**config.mk**
```make
export PLATFORM = sky130hd
export DESIGN_NAME = multi_client_watchdog_table
export DESIGN_NICKNAME = d
export VERILOG_FILES = /design/src/hw/rtl/mcwt_pkg.sv /design/src/hw/rtl/multi_client_watchdog_table.sv /design/src/hw/rtl/mcwt_cell.sv
export SDC_FILE = /design/constraint.sdc
export NUM_CORES = 1
export LEC_CHECK = 0
export BUFFER_PORTS_ARGS = -buffer_cell sky130_fd_sc_hd__clkbuf_2
export CAP_MARGIN = 20
export CORE_ASPECT_RATIO = 1.2
export CORE_MARGIN = 2
export CORE_UTILIZATION = 55
export CTS_CLUSTER_SIZE = 25
export DETAILED_ROUTE_END_ITERATION = 16
export PLACE_DENSITY = 0.81
export SYNTH_ARGS = -nofsm -noshare
export SYNTH_HDL_FRONTEND = slang
export SYNTH_SLANG_ARGS = --single-unit
```
**constraint.sdc**
```tcl
create_clock -name i_clk -period 4.3 [get_ports i_clk]
set_input_delay 0.215 -clock i_clk [delete_from_list [all_inputs] [get_ports i_clk]]
set_output_delay 0.215 -clock i_clk [all_outputs]
set_load 0.01 [all_outputs]
```
**src/hw/rtl/mcwt_pkg.sv**
```systemverilog
package mcwt_pkg;

    localparam int ID_W = 16;

    typedef enum logic [2:0] {
        OP_APPEND    = 3'd0,
        OP_REMOVE    = 3'd1,
        OP_FEED      = 3'd2,
        OP_CHECK_ONE = 3'd3,
        OP_CHECK_ALL = 3'd4,
        OP_NONE      = 3'd5
    } t_op;

    typedef enum logic [1:0] {
        ST_OK        = 2'd0,
        ST_FULL      = 2'd1,
        ST_NOT_FOUND = 2'd2,
        ST_INVALID   = 2'd3
    } t_status;

    localparam logic KIND_STATUS = 1'b0;
    localparam logic KIND_REPORT = 1'b1;

    // request token that walks the row of slot cells
    typedef struct packed {
        logic            valid;
        t_op             op;
        logic [ID_W-1:0] id;
        logic            done;   // a cell already took the request
        logic            bad;    // zero id on an id-based request
    } t_tok;

    typedef struct packed {
        logic            valid;
        logic [ID_W-1:0] id;
    } t_rpt;

endpackage

```
**src/hw/rtl/multi_client_watchdog_table.sv**
```systemverilog
// a status result is registered on m_axis once the request token has passed r_tok_in and every
// slot cell; the whole row stalls while a report or status waits on m_axis_tready
// the request token walks the row of slot cells one cell per cycle while m_axis is not stalled,
// and the next item is taken only once the status of the previous one is registered
// reset: synchronous active-low i_rst_n empties every slot, clears all hungry flags and count
module multi_client_watchdog_table #(
    parameter int MAX_CLIENTS = 8
) (
    input  logic        i_clk,
    input  logic        i_rst_n,
    input  logic        s_axis_tvalid,
    output logic        s_axis_tready,
    input  logic [23:0] s_axis_tdata,   // action[2:0], client_id[18:3], zero pad
    output logic        m_axis_tvalid,
    input  logic        m_axis_tready,
    output logic [23:0] m_axis_tdata,   // status[1:0], starved_id[17:2], zero pad
    output logic        m_axis_tuser,   // kind
    output logic        m_axis_tlast
);

    localparam int CNT_W = $clog2(MAX_CLIENTS + 1);

    mcwt_pkg::t_tok            r_tok_in;
    mcwt_pkg::t_tok            w_tok [MAX_CLIENTS+1];
    mcwt_pkg::t_rpt            w_rpt [MAX_CLIENTS];
    mcwt_pkg::t_tok            w_exit;
    mcwt_pkg::t_op             w_op;
    mcwt_pkg::t_status         w_status;
    logic [2:0]                w_action;
    logic [mcwt_pkg::ID_W-1:0] w_cid;
    logic                      w_accept;
    logic                      w_adv;
    logic                      w_rpt_any;
    logic [mcwt_pkg::ID_W-1:0] w_rpt_id;
    logic [MAX_CLIENTS-1:0]    w_rpt_vld;
    logic [MAX_CLIENTS:0]      w_tok_vld;
    logic                      r_busy;
    logic [CNT_W-1:0]          r_live;
    logic                      r_out_valid;
    logic                      r_kind;
    mcwt_pkg::t_status         r_status;
    logic [mcwt_pkg::ID_W-1:0] r_id;
    logic                      r_last;

    assign w_action      = s_axis_tdata[2:0];
    assign w_cid         = s_axis_tdata[18:3];
    assign s_axis_tready = !r_busy;
    assign w_accept      = s_axis_tvalid && s_axis_tready;
    assign w_adv         = !r_out_valid || m_axis_tready;

    always_comb begin
        unique case (w_action)
            mcwt_pkg::OP_APPEND:    w_op = mcwt_pkg::OP_APPEND;
            mcwt_pkg::OP_REMOVE:    w_op = mcwt_pkg::OP_REMOVE;
            mcwt_pkg::OP_FEED:      w_op = mcwt_pkg::OP_FEED;
            mcwt_pkg::OP_CHECK_ONE: w_op = mcwt_pkg::OP_CHECK_ONE;
            mcwt_pkg::OP_CHECK_ALL: w_op = mcwt_pkg::OP_CHECK_ALL;
            default:                w_op = mcwt_pkg::OP_NONE;
        endcase
    end

    always_ff @(posedge i_clk) begin
        if (!i_rst_n) begin
            r_tok_in <= '0;
        end else if (w_accept) begin
            r_tok_in.valid <= 1'b1;
            r_tok_in.op    <= w_op;
            r_tok_in.id    <= w_cid;
            r_tok_in.done  <= 1'b0;
            r_tok_in.bad   <= (w_cid == '0) && (w_action <= mcwt_pkg::OP_CHECK_ONE);
        end else if (w_adv) begin
            r_tok_in.valid <= 1'b0;
        end
    end

    assign w_tok[0] = r_tok_in;

    for (genvar g = 0; g < MAX_CLIENTS; g++) begin : g_cell
        mcwt_cell u_cell (
            .i_clk   (i_clk),
            .i_rst_n (i_rst_n),
            .i_adv   (w_adv),
            .i_tok   (w_tok[g]),
            .o_tok   (w_tok[g+1]),
            .o_rpt   (w_rpt[g])
        );
    end

    assign w_exit = w_tok[MAX_CLIENTS];

    // only one token is in the row, so at most one cell reports per cycle
    always_comb begin
        w_rpt_any = 1'b0;
        w_rpt_id  = '0;
        for (int i = 0; i < MAX_CLIENTS; i++) begin
            w_rpt_vld[i] = w_rpt[i].valid;
            w_rpt_any    = w_rpt_any | w_rpt[i].valid;
            w_rpt_id     = w_rpt_id | (w_rpt[i].id & {mcwt_pkg::ID_W{w_rpt[i].valid}});
        end
        for (int i = 0; i <= MAX_CLIENTS; i++) begin
            w_tok_vld[i] = w_tok[i].valid;
        end
    end

    always_comb begin
        if (w_exit.bad) begin
            w_status = mcwt_pkg::ST_INVALID;
        end else if (w_exit.op == mcwt_pkg::OP_APPEND && !w_exit.done) begin
            w_status = mcwt_pkg::ST_FULL;
        end else if ((w_exit.op == mcwt_pkg::OP_REMOVE || w_exit.op == mcwt_pkg::OP_FEED ||
                      w_exit.op == mcwt_pkg::OP_CHECK_ONE) && !w_exit.done) begin
            w_status = mcwt_pkg::ST_NOT_FOUND;
        end else begin
            w_status = mcwt_pkg::ST_OK;
        end
    end

    always_ff @(posedge i_clk) begin
        if (!i_rst_n) begin
            r_busy      <= 1'b0;
            r_out_valid <= 1'b0;
            r_live      <= '0;
        end else begin
            if (w_accept) begin
                r_busy <= 1'b1;
            end else if (w_adv && w_exit.valid) begin
                r_busy <= 1'b0;
            end
            if (w_adv) begin
                r_out_valid <= w_rpt_any || w_exit.valid;
                if (w_exit.valid && !w_exit.bad && w_exit.done) begin
                    if (w_exit.op == mcwt_pkg::OP_APPEND) begin
                        r_live <= r_live + CNT_W'(1);
                    end else if (w_exit.op == mcwt_pkg::OP_REMOVE && r_live != '0) begin
                        r_live <= r_live - CNT_W'(1);
                    end
                end
            end
        end
    end

    always_ff @(posedge i_clk) begin
        if (w_adv) begin
            if (w_rpt_any) begin
                r_kind   <= mcwt_pkg::KIND_REPORT;
                r_status <= mcwt_pkg::ST_OK;
                r_id     <= w_rpt_id;
                r_last   <= 1'b0;
            end else begin
                r_kind   <= mcwt_pkg::KIND_STATUS;
                r_status <= w_status;
                r_id     <= '0;
                r_last   <= 1'b1;
            end
        end
    end

    assign m_axis_tvalid = r_out_valid;
    assign m_axis_tdata  = {6'd0, r_id, r_status};
    assign m_axis_tuser  = r_kind;
    assign m_axis_tlast  = r_last;

    a_one_report: assert property (@(posedge i_clk) disable iff (!i_rst_n)
        $onehot0(w_rpt_vld))
        else $error("more than one cell reported in a cycle");

    a_one_token: assert property (@(posedge i_clk) disable iff (!i_rst_n)
        $onehot0(w_tok_vld))
        else $error("more than one request token in the cell row");

    a_busy_token: assert property (@(posedge i_clk) disable iff (!i_rst_n)
        r_busy == (w_tok_vld != '0))
        else $error("busy flag disagrees with token presence");

    a_count_range: assert property (@(posedge i_clk) disable iff (!i_rst_n)
        r_live <= CNT_W'(MAX_CLIENTS))
        else $error("live count above table size");

endmodule

```
**src/hw/rtl/mcwt_cell.sv**
```systemverilog
module mcwt_cell (
    input  logic           i_clk,
    input  logic           i_rst_n,
    input  logic           i_adv,
    input  mcwt_pkg::t_tok i_tok,
    output mcwt_pkg::t_tok o_tok,
    output mcwt_pkg::t_rpt o_rpt
);

    logic [mcwt_pkg::ID_W-1:0] r_owner, n_owner;
    logic                      r_hungry, n_hungry;
    mcwt_pkg::t_tok            r_tok, n_tok;
    logic                      w_match;

    assign w_match = (r_owner == i_tok.id) && !i_tok.done;

    always_comb begin
        n_owner   = r_owner;
        n_hungry  = r_hungry;
        n_tok     = i_tok;
        o_rpt     = '0;
        if (i_tok.valid && !i_tok.bad) begin
            unique case (i_tok.op)
                mcwt_pkg::OP_APPEND: begin
                    if (!i_tok.done && (r_owner == '0)) begin
                        n_owner    = i_tok.id;
                        n_hungry   = 1'b0;
                        n_tok.done = 1'b1;
                    end
                end
                mcwt_pkg::OP_REMOVE: begin
                    if (w_match) begin
                        n_owner    = '0;
                        n_tok.done = 1'b1;
                    end
                end
                mcwt_pkg::OP_FEED: begin
                    if (w_match) begin
                        n_hungry   = 1'b0;
                        n_tok.done = 1'b1;
                    end
                end
                mcwt_pkg::OP_CHECK_ONE: begin
                    if (w_match) begin
                        o_rpt.valid = r_hungry;
                        o_rpt.id    = r_hungry ? r_owner : '0;
                        n_hungry    = 1'b1;
                        n_tok.done  = 1'b1;
                    end
                end
                mcwt_pkg::OP_CHECK_ALL: begin
                    if ((r_owner != '0) && r_hungry) begin
                        o_rpt.valid = 1'b1;
                        o_rpt.id    = r_owner;
                    end
                    n_hungry = 1'b1;
                end
                default: begin
                end
            endcase
        end
    end

    always_ff @(posedge i_clk) begin
        if (!i_rst_n) begin
            r_owner  <= '0;
            r_hungry <= 1'b0;
            r_tok    <= '0;
        end else if (i_adv) begin
            r_owner  <= n_owner;
            r_hungry <= n_hungry;
            r_tok    <= n_tok;
        end
    end

    assign o_tok = r_tok;

endmodule

```
# Yosys cells after proc, flatten, opt, wreduce, memory -nomap -nowiden
# Cells that the tools add are included.
# word_totals
mem_count	0
reg_bits	339
latchBits	0
mem_bits_rw	0
output_inout_bits	28
wordCells	431
rom_bits	0
# op_classes
n_reduce_logical	126
multipliers	0
muxes	138
bitwise_logic	22
addsub	0
div	0
eq_ne	79
order_cmp	1
shift	0
# ops
operator	count
2-to-1 mux 17 bit	24
2-to-1 mux 16 bit	24
one-hot mux 17 bit (2 select lines)	8
one-hot mux 16 bit (2 select lines)	8
logical NOT 16 bit	9
bitwise AND 16 bit	8
equality test 16 bit	8
nonzero test 16 bit	8
bitwise OR 16 bit	7
inequality test 2 x 1 -> 1 bit, second input constant	32
equality test 3 x 2 -> 1 bit, second input constant	20
2-to-1 mux 1 bit	54
AND reduction 6 bit	8
AND reduction 5 bit	8
logical AND 1 bit	35
one-hot mux 1 bit (4 select lines)	8
nonzero test 4 bit	8
equality test 3 x 1 -> 1 bit, second input constant	10
logical NOT 3 bit	10
equality test 3 bit, second input constant	9
OR reduction 3 bit	8
nonzero test 2 bit	10
logical NOT 1 bit	18
one-hot mux 1 bit (2 select lines)	8
5 further kinds	16

# Depth between registers and ports, before layout
# Gate-level depths: netlist (run 1).
# depth
word_depth	13
ltp_mapped	9

# Cells and area by module
# A second synthesis (run 1) with hierarchy kept.
# unflattened
hier_cells	2367
area_unflattened_um2	19924.1
# modules_own_cells
mod	n_inst	area_per_inst_um2	cells_each
mcwt_cell	8	2204.6	266
multi_client_watchdog_table	1	2287.2	239

# Least setup slack after synthesis (run 1)
# No wires, ideal clock.
# synth_timing
path_type	reg-to-reg
from	register g_cell[6].u_cell.r_owner[2] in the netlist's numbering
to	register r_out_valid, in the netlist m_axis_tvalid
n_path_buf	1
synth_period_minus_slack_ns	2.283
slack_ns	2.017
stages_incl_launch_ff	8
required_time_ns	4.175
t_arrival_ns	2.157
setup_time_ns	0.125
path_cell_list	dfxtp_1 > nor4_2 > nand4_1 > and3_1 > a31o_1 > buf_6 > or4_4 > o41a_1
# synth_between
elab_chain_cells	8
word_cells_on_any_way	11
cone_classes	eq/ne: 1; mux: 4; bitwise: 2; reduce/logical: 4
# synth_rtl
element	line	text
start, declared	mcwt_cell.sv:10	logic [mcwt_pkg::ID_W-1:0] r_owner, n_owner;
start signal, assigned	mcwt_cell.sv:70	r_owner <= n_owner;
equality test 16 bit / nonzero test 16 bit (equally long branches)	mcwt_cell.sv:15, mcwt_cell.sv:52	
logical AND 1 bit (on tied branches)	mcwt_cell.sv:15, mcwt_cell.sv:52	
2-to-1 mux 17 bit (on tied branches)	mcwt_cell.sv:44, mcwt_cell.sv:52	
one-hot mux 17 bit (2 select lines) *	mcwt_cell.sv:23	unique case (i_tok.op)
2-to-1 mux 17 bit *	mcwt_cell.sv:22	if (i_tok.valid && !i_tok.bad) begin
bitwise OR 1 bit * (2 in series)	multi_client_watchdog_table.sv:97	w_rpt_any = w_rpt_any | w_rpt[i].valid;
logical OR 1 bit *	multi_client_watchdog_table.sv:130	r_out_valid <= w_rpt_any || w_exit.valid;
end signal, assigned	multi_client_watchdog_table.sv:130	
end, declared	multi_client_watchdog_table.sv:39	logic r_out_valid;
# Every way passes the cells marked *; elsewhere a longest branch is shown, timed or not.
# A chain may end at the register's enable or synchronous reset.

# Final worst setup path (run 1)
# layout_timing
from	register g_cell[7].u_cell.r_owner[11] in the netlist's numbering
to	register r_out_valid, in the netlist m_axis_tvalid
# layout_between
elab_chain_cells	7
word_cells_on_any_way	10
cone_classes	eq/ne: 1; mux: 4; bitwise: 1; reduce/logical: 4
# layout_rtl
element	line
start, declared	mcwt_cell.sv:10
start signal, assigned	mcwt_cell.sv:70
equality test 16 bit / nonzero test 16 bit (equally long branches)	mcwt_cell.sv:15, mcwt_cell.sv:52
logical AND 1 bit (on tied branches)	mcwt_cell.sv:15, mcwt_cell.sv:52
2-to-1 mux 17 bit (on tied branches)	mcwt_cell.sv:44, mcwt_cell.sv:52
one-hot mux 17 bit (2 select lines) *	mcwt_cell.sv:23
2-to-1 mux 17 bit *	mcwt_cell.sv:22
bitwise OR 1 bit *	multi_client_watchdog_table.sv:97
logical OR 1 bit *	multi_client_watchdog_table.sv:130
# Marks and branches as above.

==> flow_metrics.tcl, run 1 <==
set metrics [dict create \
    leakage_nw 6.10 \
    seq_power_share 0.490 \
    synthArstFlopShare 0 \
    powerDensity_mw_per_mm2 384 \
    antenna_found_initial 0 \
    post_drt_wl_per_cell_um 19.8 \
    grt_use_met1 0.382 \
    netlist_area_mm2 0.0156 \
    grt_pass1_vias 13200 \
    postCtsSetupRepairBufs 0 \
    cp-start-kind "flip-flop" \
    final_common_cell "nand2_1" \
    grt_use_met3 0.0490 \
    drive_gt1_frac 0.0795 \
    post_cts_resized 0 \
    hold_violations 0 \
    diodes 0 \
    cp.arrival_ps 3290 \
    syn_area_per_cell_um2 8.27 \
    grt_start_max_net_pins 167 \
    cts_max_level 2 \
    timing.hold.ws_ps 112 \
    dpl.hpwl_mm 30.6 \
    ys_warn_count 0 \
    gp_congestion 0.933 \
    rsz0062_at_grt "no" \
    clock_path_buffers 3 \
    first_pass_iters 6 \
    end_kind "flip-flop" \
    cts-root-buf "clkbuf_16" \
    clk_pin_slew_ps 60 \
    worst-setup-path-type "flip-flop to flip-flop" \
    initial_core_util 0.558 \
    status "completed" \
    clock_latency_ps 540 \
    die_area_mm2 0.0297 \
    tightest_slew_ps 1050 \
    seq_area_mm2 0.00699 \
    core_mm2 0.0279 \
    tns_ps 0 \
    final_cell_mix "nand2_1 (569), dfxtp_1 (319), a21oi_1 (211)" \
    drt-total-wl_mm 45.4 \
    p_sw_frac 0.234 \
    max_cap_violations 0 \
    drtAntennaViolNets 0 \
    setup_viol 0 \
    grt_busiest_layer "met2" \
    cts_hold_buf 19 \
    ys_types 70 \
    use_met2 0.510 \
    finalCritPeriodShare 0.673 \
    r2r_setup_slack_ps 1400 \
    worstPathMaxFanout 17 \
    num_vias 14000 \
    p_sw_mw 1.56 \
    synth_top_flop_cell "dfxtp_1" \
    chipHeight_um 188 \
    grt.overflow.total 0 \
    synth-seq-area-share 0.449 \
    synth_enable_flop_cells 20 \
    slew_headroom 0.296 \
    drc 0 \
    placed_cells 2208 \
    cts-buffers-inserted 35 \
    netlist_instances 1884 \
    min-delay-path-class "primary input to flip-flop" \
    fin_crit_ps 2900 \
    p_int_mw 5.09 \
    ys_seq_elements 339 \
    clkPwrFrac 0.461 \
    routed_via_density 6.13 \
    max_freq_mhz 345 \
    port-buffer-count 44 \
    drv_slew 0 \
    grt_usage 0.304 \
    nets 1915 \
    clock_skew_ps 27.1 \
    final_cell_count_no_fill 2292 \
    required_ps 4700 \
    clock_sinks 339 \
    die_w_um 158 \
    ir_drop_mv 0.353 \
    area.growth.synth_to_final_pct 11.2 \
    rows 67 \
    cts_tree "built" \
    p_comb_frac 0.049 \
    fillers 2371 \
    first_iter_violations 1442 \
    grt_pass1_wl_mm 71.5 \
    pin_count 56 \
    multiInputGateArea_mm2 0.00807 \
]
==> path summary, 6_finish.rpt <==
path                                                    from                           to  cells after the start
worst min register to register     g_cell[6].u_cell.o_tok[0]    g_cell[6].u_cell.o_tok[0]                      2
worst max-delay path            g_cell[7].u_cell.r_owner[11]                m_axis_tvalid                      6
worst min-delay path                                 i_rst_n  g_cell[1].u_cell.r_owner[5]                      3
worst max register to register  g_cell[7].u_cell.r_owner[11]                m_axis_tvalid                      6
==> metal layers <==
layer | up-vias | share of wire
met4 | 0 | 0.050
li1 | 6549 | -
met5 | - | 0
met3 | 136 | 0.071
met1 | 6740 | 0.39
met2 | 621 | 0.48
==> synth_stat cells, drive strengths merged, types with 27 or more instances <==
cell type	count	area (um^2)
nor4	56	460
o21ai	35	179
xnor2	62	543
a21oi	211	1060
mux2i	98	981
nand2	569	2140
dfxtp	319	6390
xor2	63	552
nor3	27	145
clkbuf	100	375
a22oi	33	248
nor2	50	190
nand4	56	350
==> critical path, cell delays in order (launching register included) <==
cell and delay, ps:
dfxtp_1 350, nor4_1 400, nand4_1 280, and4_1 260
a31o_2 350, or4_1 710, o41a_1 420
==> power by group through the flow <==
stage	sequential (mW)	combinational, mW	clock [mW]
2_1_floorplan	3.30	0.233	0
3_3_place_gp	3.33	0.289	0
3_5_place_dp	3.33	0.296	0
4_1_cts	3.26	0.311	3.09
5_1_grt	3.26	0.358	3.22
6_report	3.26	0.325	3.07
==> metrics by stage <==
| step | setup slack [ps] | total power [mW] | utilization | area (um^2) |
|---|---|---|---|---|
| after floorplan | 2020 | 3.53 | - | 15600 |
| after global placement | 1470 | 3.62 | 0.571 | 15900 |
| after detailed placement | 1450 | 3.63 | 0.572 | 16000 |
| after CTS | 1440 | 6.66 | 0.620 | 17300 |
| after global routing | 1370 | 6.84 | 0.620 | 17300 |
| final | 1400 | 6.65 | 0.620 | 17300 |
==> logic make-up after synthesis <==
family / count (synthesis) / synth area share
compound gates: 360 / 0.140
flops: 339 / 0.449
other cells: 1 / 0.000241
buf+inv: 132 / 0.0352
mux: 99 / 0.0637
xor+xnor: 125 / 0.0703
simple gates: 828 / 0.242
==> flip-flops by register name, indices dropped and copies added, names as in the netlist <==
| register | count |
|---|---|
| m_axis_tuser | 1 |
| r_status | 2 |
| g_cell.u_cell.r_owner | 128 |
| m_axis_tvalid | 1 |
| r_busy | 1 |
| r_id | 16 |
| r_tok_in | 21 |
| g_cell.u_cell.o_tok | 160 |
| m_axis_tlast | 1 |
| g_cell.u_cell.r_hungry | 8 |
==> area by class of cell <==
| type | instances | area share |
|---|---|---|
| clock buffers | 44 | 0.0556 |
| repair buffers | 84 | 0.0337 |
| multi-input cells | 1418 | 0.466 |
| inverters | 9 | 0.00253 |
| well taps | 379 | 0.0274 |
| flip-flops and latches | 339 | 0.403 |
| clock inverters | 19 | 0.0113 |
Power figures use the tool's default switching activity.
==> run 2, diff against run 1 <==
ABC_AREA = 1   (was unset)
PLACE_DENSITY = 0.84   (was 0.81)
clock period = 2.5 ns   (was 4.3 ns; I/O delays follow)
==> run 2 against run 1 <==
Net effect: count of clock-buffer cells in the layout rose by 9; hold slack got worse by 89 ps; non-clock buffer count rose by 30; sequential share of layout area fell by 3.1 points; core utilization fell by 0.20 points; combinational power rose to 3.3 times the previous value; synthesized area rose by 8.4%; cell count rose by 28%; final area rose by 8.2%; flip-flop and latch count did not move; sequential power rose by 76%; critical path depth rose by 4.
==> flow_metrics.tcl, run 2 <==
set metrics [dict create \
    status "completed" \
    ys_types 48 \
    core_mm2 0.0303 \
    rsz0062_at_grt "no" \
    syn_area_per_cell_um2 6.77 \
    placed_cells 2859 \
    clock_latency_ps 540 \
    postCtsSetupRepairBufs 0 \
    first_pass_iters 8 \
    initial_core_util 0.557 \
    drive_gt1_frac 0.0863 \
    nets 2552 \
    cp-start-kind "flip-flop" \
    dpl.hpwl_mm 35.3 \
    antenna_found_initial 0 \
    grt_usage 0.316 \
    setup_viol 0 \
    tns_ps 0 \
    grt.overflow.total 0 \
    cp.arrival_ps 2760 \
    seq_area_mm2 0.00699 \
    clock_skew_ps 29.3 \
    area.growth.synth_to_final_pct 11.0 \
    grt_pass1_vias 15900 \
    required_ps 2910 \
    drv_slew 0 \
    slowest_stage "inv_2" \
    chipHeight_um 196 \
    netlist_area_mm2 0.0169 \
    final_cell_count_no_fill 2945 \
    cpMostUsedCell "nand2_1" \
    end_kind "flip-flop" \
    synth_top_flop_cell "dfxtp_1" \
    cts_tree "built" \
    synthTopCellsByArea "dfxtp_1 (38%), nand2_1 (12%), nor2_1 (8.7%)" \
    max_freq_mhz 426 \
    clk_pin_slew_ps 60 \
    p_total_mw 12.0 \
    path_buf_inv 3 \
    synth_most_common_cell "nand2_1" \
    slew_headroom 0.283 \
    pin_count 56 \
    max_cap_violations 0 \
    ys_top_cells_by_count "nand2_1 (536), nor2_1 (389), dfxtp_1 (319)" \
    final_common_cell "nand2_1" \
    clock_path_buffers 3 \
    critical_path.max_stage_delay_ps 470 \
    rows 70 \
    fillers 2696 \
    synth_top_area_frac 0.378 \
    first_iter_violations 1801 \
    drt-total-wl_mm 50.9 \
    cp_top_family "buffers and inverters" \
    synth-seq-area-share 0.414 \
    grt_pass1_wl_mm 81.4 \
    finalCritPeriodShare 0.938 \
    powerDensity_mw_per_mm2 641 \
    worstPathMaxFanout 32 \
    cp_cell_sequence "inv_1, nor2_4, inv_2, nand2_1, a31oi_1, a21boi_4, buf_4, o21ai_0, nand2_1, nor2_1" \
    routed_via_density 5.77 \
    post_drt_wl_per_cell_um 17.3 \
    diodes 0 \
    cts_max_level 2 \
    ir_drop_mv 0.552 \
    synth_enable_flop_cells 20 \
    multiInputGateArea_mm2 0.00828 \
    min-delay-path-class "primary input to flip-flop" \
    die_w_um 164 \
    port-buffer-count 44 \
    cts-root-buf "clkbuf_16" \
    ys_seq_elements 339 \
    leakage_nw 7.34 \
    hold_violations 0 \
    die_area_mm2 0.0321 \
    drtAntennaViolNets 0 \
    tightest_slew_ps 1080 \
    synthArstFlopShare 0 \
    cts-buffers-inserted 36 \
    num_vias 17000 \
    gp_congestion 0.972 \
    clock_sinks 339 \
    worst-setup-path-type "flip-flop to flip-flop" \
    grt_start_max_net_pins 232 \
    final_cell_mix "nand2_1 (534), nor2_1 (389), dfxtp_1 (319)" \
    fin_crit_ps 2350 \
    drc 0 \
    synth_top_area_cell "dfxtp_1" \
    largest_reg_flops 160 \
    ys_warn_count 0 \
    netlist_instances 2493 \
]
==> run 2: cell types whose count changed after synthesis, moves of 41 or more <==
cell     delta
nor2_1    +340
o21ai_0   +249
inv_1     +240
mux2i_1    -98
xnor2_1    -47
xor2_1     -47
nand3_1    +46
o22ai_1    +42
nor4_1     -41
==> run 2: through the flow <==
step	util	setup WS (ps)	hold slack, ps	instance area [um^2]
finish	0.618	154	23.6	18700
global route	0.618	30.9	43.5	18700
floorplan	-	527	270	16900
global placement	0.574	88.3	376	17400
CTS	0.618	59.5	5.42	18700
detailed placement	0.574	64.5	392	17400
==> run 2: where the power goes <==
part	internal [mW]	total, mW	switching (mW)
sequential	5.59	5.75	0.160
combinational	0.369	1.08	0.713
clock	2.98	5.18	2.21
total	8.93	12.0	3.08
==> run 2: per-layer routing <==
metal | part of all wire | track usage | routed length, um
met3 | 0.073 | 0.0347 | 3720
met4 | 0.071 | 0.198 | 3620
met1 | 0.39 | 0.399 | 20000
met5 | 0 | 0 | 0
met2 | 0.46 | 0.514 | 23600
==> run 2: logic make-up (layout without fill, tap and decap cells) <==
kind of cell    after synthesis  after routing  share of synthesized area
simple gates               1117           1117                      0.277
compound gates              608            608                      0.196
buf+inv                     397            448                     0.0973
flops                       339            339                      0.414
xor+xnor                     31             31                     0.0161
other cells                   1              6                   0.000222
==> run 2: final timing paths <==
check / startpoint / endpoint / slack, ps / cells past startpoint
worst max-delay path: m_axis_tvalid / g_cell[6].u_cell.r_owner[7] / 150 / 10
worst min-delay path: i_rst_n / g_cell[6].u_cell.r_owner[2] / 20 / 3
worst max register to register: m_axis_tvalid / g_cell[6].u_cell.r_owner[7] / 150 / 10
worst min register to register: g_cell[1].u_cell.r_hungry / g_cell[1].u_cell.r_hungry / 460 / 2
==> run 2: worst reg2reg max path, delay by kind of cell, from the launching register on <==
kind / cells / cell delay (ps)
AOI/OAI and AO/OA: 3 / 700
buffers and inverters: 3 / 880
DFF: 1 / 330
and+or+nand+nor: 4 / 320
==> run 2: area by class of cell <==
cell class              count  share of cell area
multi-input cells        1762               0.442
flip-flops and latches    339               0.373
clock buffers              53              0.0552
inverters                 271              0.0546
repair buffers            114              0.0444
well taps                 396              0.0264
clock inverters            10             0.00474
==> run 2: repair_timing <==
item | CTS | global route
resized for setup | 0 | 3
endpoints found under the hold margin | 20 | 0
setup endpoints to repair | 0 | 18
hold buffers | 22 | 0
==> run 3, diff against run 2 <==
CTS_CLUSTER_DIAMETER = 150   (was unset)
SETUP_SLACK_MARGIN = 0.5   (was unset)
==> run 3 against run 2 <==
Net effect: final area rose by 3.6%; combinational power increased by 13%; flip-flop and latch count stayed put; die area is the same; critical path type unchanged; fmax increased by 16%; non-clock buffer count is 33 higher; sequential power hardly changed; largest power group unchanged.
==> flow_metrics.tcl, run 3 (same netlist as run 2, synthesis figures left out) <==
set metrics [dict create \
    status "completed" \
    ir_drop_mv 0.573 \
    routed_via_density 6.02 \
    tns_ps 0 \
    required_ps 2880 \
    clk_pin_slew_ps 110 \
    min-delay-path-class "primary input to flip-flop" \
    final_cell_mix "nand2_1 (509), nor2_1 (349), dfxtp_1 (256)" \
    clock_sinks 339 \
    rsz0062_at_grt "yes" \
    powerDensity_mw_per_mm2 520 \
    drtAntennaViolNets 0 \
    die_w_um 164 \
    worst-setup-path-type "flip-flop to flip-flop" \
    cts_tree "built" \
    leakage_nw 7.57 \
    rows 70 \
    max_cap_violations 0 \
    r2r_setup_slack_ps 480 \
    grt.overflow.total 0 \
    num_vias 17800 \
    nets 2576 \
    pin_count 56 \
    postPlaceCellArea_mm2 0.0174 \
    final_common_cell "nand2_1" \
    cts_max_level 1 \
    slew_headroom 0.423 \
    max_freq_mhz 496 \
    p_total_mw 10.1 \
    area.growth.synth_to_final_pct 15.0 \
    end_kind "flip-flop" \
    timing.hold.ws_ps 83.9 \
    finalCritPeriodShare 0.807 \
    fin_crit_ps 2020 \
    grt_start_max_net_pins 117 \
    hold_violations 0 \
    drc 0 \
    largest_reg_flops 160 \
    gp_congestion 0.972 \
    clock_path_buffers 3 \
    cp.arrival_ps 2400 \
    initial_core_util 0.557 \
    clock_skew_ps 22.6 \
    first_pass_iters 6 \
    antenna_found_initial 1 \
    cts-root-buf "clkbuf_16" \
    die_area_mm2 0.0321 \
    dpl.hpwl_mm 35.3 \
    worstPathMaxFanout 8 \
    drive_gt1_frac 0.165 \
    grt_usage 0.315 \
    drt-total-wl_mm 55.2 \
    cp-start-kind "flip-flop" \
    chipHeight_um 196 \
    port-buffer-count 44 \
    stdcell_area_mm2 0.0194 \
    drv_slew 0 \
    setup_viol 0 \
    first_iter_violations 2205 \
    core_mm2 0.0303 \
    grt_pass1_wl_mm 81.3 \
    grt_pass1_vias 15900 \
    cts-buffers-inserted 17 \
    tightest_slew_ps 860 \
    post_drt_wl_per_cell_um 18.7 \
    clock_latency_ps 540 \
]
## run 3: cell types whose count changed in the layout (fill, tap and decap cells not counted), moves of 15 or more
cell     delta
nand2_1    -25
nand2_2    +16
o22ai_1    -26
nor2_2     +30
inv_1      -15
dfxtp_2    +54
o21ai_1    +17
nor2_1     -40
o22ai_2    +20
buf_4      +17
o21ai_0    -22
dfxtp_1    -63
## run 3: layer usage
metal,share of wire,vias up,track usage
met5,0,-,0
met4,0.075,0,0.189
met3,0.083,242,0.0349
met2,0.47,1023,0.518
met1,0.37,8259,0.397
li1,-,8239,-
## run 3: cell type report
class	count	area, um^2
Inverter	271	1030
Sequential cell	339	7090
Antenna cell	1	2.50
Timing Repair Buffer	147	1310
Clock buffer	25	455
Clock inverter	2	25.0
Tap cell	396	495
Fill cell	2567	10900
Multi-Input combinational cell	1772	8990
## run 3: power breakdown
part           internal, mW  switching (mW)
combinational         0.433           0.785
sequential             5.58           0.164
clock                  1.30            1.82
total                  7.31            2.77
## run 3: worst paths after layout
check        depth (start not counted)                   endpoint                       from
min reg2reg                          2  g_cell[6].u_cell.r_hungry  g_cell[6].u_cell.r_hungry
max                                 11                    r_id[8]               r_tok_in[10]
max reg2reg                         11                    r_id[8]               r_tok_in[10]
min                                  5                r_tok_in[0]              s_axis_tvalid
## run 3: through the flow
stage          worst slack, ps   util  instances
4_1_cts                    433  0.604       2912
3_5_place_dp              64.5  0.574       2859
6_report                   483  0.640       2953
2_1_floorplan              527      -       2498
3_3_place_gp              88.3  0.574       2859
5_1_grt                    367  0.640       2953
## run 3: worst max-delay path, cell delays in order, from the launching register on
cell and delay (ps):
dfxtp_1 440, xor2_1 100, nor2_1 140, nand2_1 90, nor2_1 170, nand3_1 100, nand2_1 80, nand2_2 110
buf_4 210, o22ai_2 250, nor2_1 80, nand2_1 100
## run 3: repair_timing
item,4_1_cts,5_1_grt
pin swaps,6,57
gates cloned,2,16
setup endpoints to repair,141,150
endpoints found under the hold margin,21,0
gates resized for setup,51,239
setup buffers,3,24
hold buffers,21,0
